===== src/fpm_pkg.sv =====
// Package for the fuzzy path match scorer: widths, scoring constants,
// register indexes, shared structs and byte helper functions.
// No dependencies; compiled first.
package fpm_pkg;

    localparam int MAX_QUERY_LEN = 32;
    localparam int MAX_PATH_LEN  = 4096;

    localparam int BYTE_W      = 8;
    localparam int QLEN_W      = 6;
    localparam int QPOS_W      = $clog2(MAX_QUERY_LEN + 1);
    localparam int QIDX_W      = $clog2(MAX_QUERY_LEN);
    localparam int PATH_LEN_W  = $clog2(MAX_PATH_LEN + 1);
    localparam int RUN_SCORE_W = 11;
    localparam int SCORE_W     = 12;
    localparam int ADD_W       = 6;
    localparam int CFG_IDX_W   = 3;
    localparam int CFG_DATA_W  = 64;
    localparam int QWORDS      = (MAX_QUERY_LEN * BYTE_W) / CFG_DATA_W;

    // Score points
    localparam int PTS_MATCH    = 10;
    localparam int PTS_CONSEC   = 12;
    localparam int PTS_BOUNDARY = 18;
    localparam int PTS_EXACT    = 2;
    localparam int LEN_DIV_SHIFT = 2;   // length penalty is length / 4

    // Register indexes
    localparam logic [CFG_IDX_W-1:0] REG_QUERY_LENGTH = 3'd0;
    localparam logic [CFG_IDX_W-1:0] REG_QUERY_WORD_0 = 3'd1;
    localparam logic [CFG_IDX_W-1:0] REG_QUERY_WORD_1 = 3'd2;
    localparam logic [CFG_IDX_W-1:0] REG_QUERY_WORD_2 = 3'd3;
    localparam logic [CFG_IDX_W-1:0] REG_QUERY_WORD_3 = 3'd4;

    // Character codes
    localparam logic [BYTE_W-1:0] CH_UPPER_A   = 8'h41;
    localparam logic [BYTE_W-1:0] CH_UPPER_Z   = 8'h5A;
    localparam logic [BYTE_W-1:0] CH_CASE_OFS  = 8'h20;
    localparam logic [BYTE_W-1:0] CH_SLASH     = 8'h2F;
    localparam logic [BYTE_W-1:0] CH_BACKSLASH = 8'h5C;
    localparam logic [BYTE_W-1:0] CH_UNDERSCORE = 8'h5F;
    localparam logic [BYTE_W-1:0] CH_DASH      = 8'h2D;
    localparam logic [BYTE_W-1:0] CH_DOT       = 8'h2E;

    typedef struct packed {
        logic [QPOS_W-1:0]                   qlen;   // clamped to MAX_QUERY_LEN
        logic [MAX_QUERY_LEN-1:0][BYTE_W-1:0] chars;
    } query_cfg_t;

    typedef struct packed {
        logic signed [SCORE_W-1:0] score;
        logic                      matched;
    } result_t;

    function automatic logic [BYTE_W-1:0] fold_case(input logic [BYTE_W-1:0] c);
        logic [BYTE_W-1:0] r;
        r = c;
        if (c >= CH_UPPER_A && c <= CH_UPPER_Z)
            r = c + CH_CASE_OFS;
        return r;
    endfunction

    function automatic logic is_separator(input logic [BYTE_W-1:0] c);
        return (c == CH_SLASH) || (c == CH_BACKSLASH) || (c == CH_UNDERSCORE)
            || (c == CH_DASH) || (c == CH_DOT);
    endfunction

endpackage


===== src/fpm_if.sv =====
// Channel interfaces of the fuzzy path match scorer: path input,
// result output and configuration write. Depends on fpm_pkg.
interface fpm_in_if;
    import fpm_pkg::*;
    logic              valid;
    logic              ready;
    logic [BYTE_W-1:0] cand_byte;
    logic              has_byte;
    logic              last;

    modport source (output valid, cand_byte, has_byte, last, input ready);
    modport sink   (input valid, cand_byte, has_byte, last, output ready);
endinterface

interface fpm_out_if;
    import fpm_pkg::*;
    logic                      valid;
    logic                      ready;
    logic signed [SCORE_W-1:0] score;
    logic                      matched;

    modport source (output valid, score, matched, input ready);
    modport sink   (input valid, score, matched, output ready);
endinterface

interface fpm_cfg_if;
    import fpm_pkg::*;
    logic                  valid;
    logic                  ready;
    logic [CFG_IDX_W-1:0]  index;
    logic [CFG_DATA_W-1:0] data;

    modport source (output valid, index, data, input ready);
    modport sink   (input valid, index, data, output ready);
endinterface


===== src/fuzzy_path_match_scorer.sv =====
// Top level of the fuzzy path match scorer: input register, scoring core,
// result register and configuration registers.
// Depends on fpm_pkg, fpm_if, fpm_cfg_regs and fpm_score_core.

// The block takes one path byte per transaction and sustains one transaction
// per clock. A transaction lands in the input register, and from there the
// scoring core updates the per-path state (query position, running score,
// length, previous byte) in one step: a 32-way query character select, a
// case-folded and an exact byte compare and a small add. A transaction with
// last set passes through the input register and then loads its result into
// the result register; the result waits there until taken, and bytes of the
// next path keep flowing meanwhile. Only a second last transaction stalls
// while the previous result is still unclaimed. has_byte low carries no path
// byte and is used to close a path (an empty path if nothing came before).
// Query registers are written through the cfg channel, which is always
// ready; write them only while no path is in flight.
module fuzzy_path_match_scorer (
    input  logic     clk,
    input  logic     rst_n,
    fpm_cfg_if.sink  cfg,
    fpm_in_if.sink   path,
    fpm_out_if.source result
);
    import fpm_pkg::*;

    query_cfg_t query;
    result_t    core_result;

    // Input register
    logic              in_vld_reg,  in_vld_next;
    logic [BYTE_W-1:0] in_byte_reg;
    logic              in_has_reg;
    logic              in_last_reg;

    // Result register
    logic                      out_vld_reg, out_vld_next;
    logic signed [SCORE_W-1:0] out_score_reg;
    logic                      out_matched_reg;

    logic in_accept;
    logic out_free;
    logic step;

    fpm_cfg_regs u_cfg (
        .clk   (clk),
        .rst_n (rst_n),
        .cfg   (cfg),
        .query (query)
    );

    // Result slot is free when empty or being drained this cycle.
    assign out_free  = !out_vld_reg || result.ready;
    // Only an end-of-path item needs room in the result register.
    assign step      = in_vld_reg && (!in_last_reg || out_free);
    assign path.ready = !in_vld_reg || step;
    assign in_accept = path.valid && path.ready;

    fpm_score_core u_core (
        .clk       (clk),
        .rst_n     (rst_n),
        .step      (step),
        .cand_byte (in_byte_reg),
        .has_byte  (in_has_reg),
        .last      (in_last_reg),
        .query     (query),
        .result    (core_result)
    );

    always_comb
    begin
        in_vld_next = in_vld_reg;
        if (in_accept)
            in_vld_next = 1'b1;
        else if (step)
            in_vld_next = 1'b0;

        out_vld_next = out_vld_reg;
        if (step && in_last_reg)
            out_vld_next = 1'b1;
        else if (result.ready)
            out_vld_next = 1'b0;
    end

    always_ff @(posedge clk or negedge rst_n)
    begin
        if (!rst_n)
        begin
            in_vld_reg  <= 1'b0;
            out_vld_reg <= 1'b0;
        end
        else
        begin
            in_vld_reg  <= in_vld_next;
            out_vld_reg <= out_vld_next;
        end
    end

    // Payload registers, no reset needed.
    always_ff @(posedge clk)
    begin
        if (in_accept)
        begin
            in_byte_reg <= path.cand_byte;
            in_has_reg  <= path.has_byte;
            in_last_reg <= path.last;
        end
        if (step && in_last_reg)
        begin
            out_score_reg   <= core_result.score;
            out_matched_reg <= core_result.matched;
        end
    end

    assign result.valid   = out_vld_reg;
    assign result.score   = out_score_reg;
    assign result.matched = out_matched_reg;

endmodule


===== src/fpm_cfg_regs.sv =====
// Configuration register file: query length and the four query words.
// Depends on fpm_pkg and fpm_cfg_if.
module fpm_cfg_regs (
    input  logic                clk,
    input  logic                rst_n,
    fpm_cfg_if.sink             cfg,
    output fpm_pkg::query_cfg_t query
);
    import fpm_pkg::*;

    logic [QLEN_W-1:0]                     qlen_reg;
    logic [QWORDS-1:0][CFG_DATA_W-1:0]     words_reg;
    logic                                  wr_en;

    assign cfg.ready = 1'b1;
    assign wr_en     = cfg.valid;

    always_ff @(posedge clk or negedge rst_n)
    begin
        if (!rst_n)
        begin
            qlen_reg  <= '0;
            words_reg <= '0;
        end
        else if (wr_en)
        begin
            unique case (cfg.index)
                REG_QUERY_LENGTH: qlen_reg     <= cfg.data[QLEN_W-1:0];
                REG_QUERY_WORD_0: words_reg[0] <= cfg.data;
                REG_QUERY_WORD_1: words_reg[1] <= cfg.data;
                REG_QUERY_WORD_2: words_reg[2] <= cfg.data;
                REG_QUERY_WORD_3: words_reg[3] <= cfg.data;
                default:          ;
            endcase
        end
    end

    // Lengths above the query capacity count as a full query.
    assign query.qlen  = (qlen_reg > QLEN_W'(MAX_QUERY_LEN)) ? QPOS_W'(MAX_QUERY_LEN)
                                                             : QPOS_W'(qlen_reg);
    assign query.chars = words_reg;

endmodule


===== src/fpm_score_core.sv =====
// Per-path match state and the combinational scoring step.
// Depends on fpm_pkg.
module fpm_score_core (
    input  logic                clk,
    input  logic                rst_n,
    input  logic                step,
    input  logic [7:0]          cand_byte,
    input  logic                has_byte,
    input  logic                last,
    input  fpm_pkg::query_cfg_t query,
    output fpm_pkg::result_t    result
);
    import fpm_pkg::*;

    logic [QPOS_W-1:0]      qpos_reg,      qpos_next;
    logic                   prev_hit_reg,  prev_hit_next;
    logic [BYTE_W-1:0]      prev_byte_reg, prev_byte_next;
    logic                   at_start_reg,  at_start_next;
    logic [RUN_SCORE_W-1:0] run_reg,       run_next;
    logic [PATH_LEN_W-1:0]  path_len_reg,  path_len_next;

    logic                   active;
    logic [BYTE_W-1:0]      qchar;
    logic                   hit;
    logic [ADD_W-1:0]       add_pts;
    logic [RUN_SCORE_W:0]   sum;
    logic [QPOS_W-1:0]      qpos_new;
    logic [RUN_SCORE_W-1:0] run_new;
    logic [PATH_LEN_W-1:0]  path_new;
    logic [SCORE_W-1:0]     diff;

    assign active = qpos_reg < query.qlen;
    assign qchar  = query.chars[qpos_reg[QIDX_W-1:0]];
    assign hit    = has_byte && active && (fold_case(cand_byte) == fold_case(qchar));

    assign add_pts = ADD_W'(PTS_MATCH)
                   + (prev_hit_reg ? ADD_W'(PTS_CONSEC) : ADD_W'(0))
                   + ((at_start_reg || is_separator(prev_byte_reg))
                        ? ADD_W'(PTS_BOUNDARY) : ADD_W'(0))
                   + ((cand_byte == qchar) ? ADD_W'(PTS_EXACT) : ADD_W'(0));

    assign sum      = {1'b0, run_reg} + (RUN_SCORE_W+1)'(add_pts);
    assign run_new  = hit ? (sum[RUN_SCORE_W] ? '1 : sum[RUN_SCORE_W-1:0]) : run_reg;
    assign qpos_new = hit ? qpos_reg + QPOS_W'(1) : qpos_reg;
    assign path_new = (has_byte && (path_len_reg < PATH_LEN_W'(MAX_PATH_LEN)))
                    ? path_len_reg + PATH_LEN_W'(1) : path_len_reg;

    // Running score is at most 2047 and the penalty at most 1024, so the
    // difference never drops below -1024.
    assign diff = SCORE_W'(run_new) - SCORE_W'(path_new >> LEN_DIV_SHIFT);

    always_comb
    begin
        priority if (query.qlen == '0)
        begin
            result.score   = '0;
            result.matched = 1'b1;
        end
        else if (qpos_new >= query.qlen)
        begin
            result.score   = $signed(diff);
            result.matched = 1'b1;
        end
        else
        begin
            result.score   = '1;
            result.matched = 1'b0;
        end
    end

    always_comb
    begin
        qpos_next      = qpos_new;
        run_next       = run_new;
        path_len_next  = path_new;
        prev_hit_next  = (has_byte && active) ? hit : prev_hit_reg;
        prev_byte_next = has_byte ? cand_byte : prev_byte_reg;
        at_start_next  = has_byte ? 1'b0 : at_start_reg;
        if (last)
        begin
            qpos_next      = '0;
            run_next       = '0;
            path_len_next  = '0;
            prev_hit_next  = 1'b0;
            prev_byte_next = '0;
            at_start_next  = 1'b1;
        end
    end

    always_ff @(posedge clk or negedge rst_n)
    begin
        if (!rst_n)
        begin
            qpos_reg      <= '0;
            prev_hit_reg  <= 1'b0;
            prev_byte_reg <= '0;
            at_start_reg  <= 1'b1;
            run_reg       <= '0;
            path_len_reg  <= '0;
        end
        else if (step)
        begin
            qpos_reg      <= qpos_next;
            prev_hit_reg  <= prev_hit_next;
            prev_byte_reg <= prev_byte_next;
            at_start_reg  <= at_start_next;
            run_reg       <= run_next;
            path_len_reg  <= path_len_next;
        end
    end

endmodule


===== src/flat_wrapper.sv =====
// flat-port wrapper written by rule: the top's interface ports become plain ports
module fuzzy_path_match_scorer_flat import fpm_pkg::*;
  (clk, rst_n, cfg_valid, cfg_index, cfg_data, cfg_ready, path_valid, path_cand_byte, path_has_byte, path_last, path_ready, result_valid, result_score, result_matched, result_ready);
  fpm_cfg_if cfg_i ();
  fpm_in_if path_i ();
  fpm_out_if result_i ();
  input  logic clk;
  input  logic rst_n;
  input wire logic [$bits(cfg_i.valid)-1:0] cfg_valid;
  input wire logic [$bits(cfg_i.index)-1:0] cfg_index;
  input wire logic [$bits(cfg_i.data)-1:0] cfg_data;
  output wire logic [$bits(cfg_i.ready)-1:0] cfg_ready;
  input wire logic [$bits(path_i.valid)-1:0] path_valid;
  input wire logic [$bits(path_i.cand_byte)-1:0] path_cand_byte;
  input wire logic [$bits(path_i.has_byte)-1:0] path_has_byte;
  input wire logic [$bits(path_i.last)-1:0] path_last;
  output wire logic [$bits(path_i.ready)-1:0] path_ready;
  output wire logic [$bits(result_i.valid)-1:0] result_valid;
  output wire logic [$bits(result_i.score)-1:0] result_score;
  output wire logic [$bits(result_i.matched)-1:0] result_matched;
  input wire logic [$bits(result_i.ready)-1:0] result_ready;
  assign cfg_i.valid = cfg_valid;
  assign cfg_i.index = cfg_index;
  assign cfg_i.data = cfg_data;
  assign cfg_ready = cfg_i.ready;
  assign path_i.valid = path_valid;
  assign path_i.cand_byte = path_cand_byte;
  assign path_i.has_byte = path_has_byte;
  assign path_i.last = path_last;
  assign path_ready = path_i.ready;
  assign result_valid = result_i.valid;
  assign result_score = result_i.score;
  assign result_matched = result_i.matched;
  assign result_i.ready = result_ready;
  fuzzy_path_match_scorer u_core (.clk(clk), .rst_n(rst_n), .cfg(cfg_i), .path(path_i), .result(result_i));
endmodule

===== config.mk =====
export PLATFORM = sky130hd
export DESIGN_NAME = fuzzy_path_match_scorer_flat
export DESIGN_NICKNAME = d
export VERILOG_FILES = /design/src/fpm_pkg.sv /design/src/fpm_if.sv /design/src/fuzzy_path_match_scorer.sv /design/src/fpm_cfg_regs.sv /design/src/fpm_score_core.sv /design/src/flat_wrapper.sv
export SDC_FILE = /design/constraint.sdc
export NUM_CORES = 1
export LEC_CHECK = 0
export ABC_AREA = 0
export BUFFER_PORTS_ARGS = -buffer_cell sky130_fd_sc_hd__buf_2
export CAP_MARGIN = 20
export CORE_UTILIZATION = 40
export CTS_CLUSTER_SIZE = 30
export DETAILED_ROUTE_END_ITERATION = 8
export PLACE_DENSITY = 0.62
export SLEW_MARGIN = 10
export SYNTH_ARGS = -nofsm -noshare
export SYNTH_HDL_FRONTEND = slang
export SYNTH_SLANG_ARGS = --single-unit

===== constraint.sdc =====
create_clock -name clk -period 9.28 [get_ports clk]
set_input_delay 0.464 -clock clk [delete_from_list [all_inputs] [get_ports clk]]
set_output_delay 0.464 -clock clk [all_outputs]
set_load 0.1 [all_outputs]

==> results.md <==
* Distinct cells, synth at between 70 and 80
* Crit path max-delay cell type: dfrtp_4
* Non-Filler Instances at ~1.8k
* Slew margin rel. at between 30% and 40%
* Syn. warnings at 0
* Sink Count at 327
* Setup total negative slack at 0 ps
* Total CTS buffers at 38
* Reg area at around 0.0083 mm²
* Leak pwr at between 7 and 8 nW
* Final hold violation count at 0
* Power Total at between 4 and 5 mW
* Die W at around 200 µm
* Detailed-router iteration count before antenna repair at 4
* Vias at between 9k and 10k
* Largest net degree at the start of global routing at slightly above 80
* Root Driver: clkbuf_16
* Cell taking the most area after synthesis: dfrtp_1
* Hold_buf cts at 1
* IO Count at a little under 100
* Area grow syn2layout at 14.2%
* R2R depth at 31
* DRC viols at 0
* Dpl hpwl at around 24000 µm
* GPL Wtd Cong at around 0.81
* Max Clock Skew at about 17 ps
* Worst hold slack at 100 ps
* Crit-path max FO at 46
* Syn Area/Cell at roughly 14 µm²
* Most common cell in the netlist: dfrtp_1
* Synth top area cells: dfrtp_1, mux2_2, mux4_2, edfxtp_1, mux2i_1
* Average routed wire per standard cell at 20.1 µm
* Resize count post-CTS at 0
* #FFs+latches synth at between 300 and 400
* Met2 wire len at roughly 17000 µm
* Final setup vio count at 0
* Most used cell, CP: a21oi_1
* Fill cell total of the finished layout at 3544
* Hold crit path type: input pin to flip-flop
* Critical path class: flip-flop to flip-flop
* M1 wire length at around 17000 µm
* Max reg flops at 256
* Status: finished clean
* Max Fclk at 125 MHz
* Core Footprint at just under 0.04 mm²
* Sequential-to-total area share from yosys stat at between 50 and 60%
* Worst-margin pin slew at 998 ps
* Asr flop ratio synth at approximately 93%
* Met3 WL at ~1600 µm
* # port buffers at 96
* Gr ovfl total at 0
* Post-Route WL at roughly 36000 µm
* RSZ-0062 raised after global routing: false
* Ys flop type: dfrtp_1
* Tcrit/Tclk final at between 80% and 90%
* CP required at 9610 ps
* Clk buf depth at 3
* Cell Area, Synth at around 0.016 mm²
* First-pass GRT wire length at ~60000 µm
* Crit start category: flip-flop
* Die height at ~200 µm
* CTS clk-pin slew, worst paths at approximately 60 ps
* Hold Crit Depth at 1
* Power per Cell Area at 220 mW/mm²
* Syn Nets at about 1.3k
* Layout Nets at ~1.4k
* All-Layer GR Usage at between 10% and 20%
* Final Max Slew Viols at 0
* Vias per Instance at between 5 and 6
* Initial antenna violation count at 2
* Tmin final at 7990 ps
* DIE AREA at a little over 0.04 mm²
* CTS tree: built
* Worst Setup End Kind: flip-flop
* Worst VDD drop at roughly 0.14 mV
* Inst Count DP at 1747
* Post-CTS Setup Repair Bufs at 0
* H-tree depth at 2
* Crit path DAT at ~8300 ps
* Post-synth top cells: dfrtp_1, mux2_2, mux4_2
* Top layer reached by signal wires: met4
* Initial Util at between 40% and 50%
* Share of the synthesized area in the top cell type at between 40% and 50%
* Max_cap viols at 0
* Cell Rows at 73
* Multi-input gate area at roughly 0.0074 mm²
* Synthesized instance count at around 1.2k
* Number of synthesized flops with an enable pin at 23
* Initial DRC count at ~560
* Antenna viol nets, final at 0
* Layout cells sized above 1 at around two fifths
* Latest clock arrival within the worst-skew pair at approximately 550 ps
* CP max stage delay at between 900 and 1000 ps
* Vias in the first global route at ~10k
[cells in the final DEF, fill, tap and decap left out, types with 7 or more instances in the layout]
cell,count
a21o_1,10
a21oi_1,40
a22o_1,11
a22oi_1,16
and3_1,8
buf_2,96
buf_4,14
clkbuf_16,39
clkbuf_8,10
dfrtp_1,300
edfxtp_1,23
ha_1,34
inv_1,22
mux2_2,262
mux2i_1,44
mux4_2,53
nand2_1,49
nand2b_1,7
nand3_1,9
nor2_1,28
nor2b_1,12
o21ai_0,38
xnor2_1,23
xor2_1,13
[layer usage]
metal	vias up	track usage (%)
li1	4554	-
met1	5141	26.4
met4	0	4.43
met5	-	0
met2	196	28.9
met3	52	3.58
[kinds of logic (layout without fill, tap and decap cells)]
kind of cell,count (synthesis),after routing,share of synthesized area (%)
DFF,327,327,51.5
other,1,2,0.0233
buffers and inverters,89,203,2.81
muxes,359,359,28.5
and+or+nand+nor,160,160,5.18
adders and majority gates,36,36,2.89
AOI/OAI and AO/OA,168,168,7.13
xor gates and xnor gates,36,36,1.96
[through the flow]
stage | instance area (µm²) | utilization (%) | worst slack, ps
final | 18400 | 46.3 | 1290
after global routing | 18400 | 46.3 | 628
after CTS | 18300 | 46.1 | 1300
after detailed placement | 17000 | 42.9 | 1330
after global placement | 17000 | 42.9 | 1510
after floorplan | 16100 | - | 2680
[critical path: cells and delay by family (launching register included)]
kind | cells | cell delay [ps]
AO/OA/AOI/OAI | 14 | 2570
AND/OR/NAND/NOR | 8 | 1350
adder cells (fa/ha/maj) | 4 | 1230
flip-flops | 1 | 990
multiplexers | 2 | 860
buffers and inverters | 2 | 510
XOR/XNOR | 1 | 170
[path summary, 6_finish.rpt]
kind | startpoint | end | slack, ps
max reg2reg | u_core.u_core.qpos_reg[0] | u_core.result.score[11] | 1290
max in group asynchronous | rst_n | u_core.u_cfg.query[240] | 7310
min | path_last | u_core.in_last_reg | 100
min reg2reg | u_core.u_core.at_start_reg | u_core.u_core.at_start_reg | 490
min in group asynchronous | rst_n | u_core.u_cfg.query[152] | 500
max | u_core.u_core.qpos_reg[0] | u_core.result.score[11] | 1290
[layout make-up]
class	instances	area share, %
tap	525	3.57
sequential	327	45.2
multi-input combinational	760	40.1
timing repair buffer	114	3.62
inverter	25	0.510
antenna	1	0.0136
clock buffer	55	6.18
clock inverter	9	0.790
[power by group]
part | internal (mW) | switching [mW] | leakage [nW]
sequential | 1.72 | 0.142 | 3.93
clock | 0.933 | 0.587 | 0.632
combinational | 0.358 | 0.310 | 3.06
total | 3.01 | 1.04 | 7.62
No activity file was read; power rests on OpenSTA's default activity.
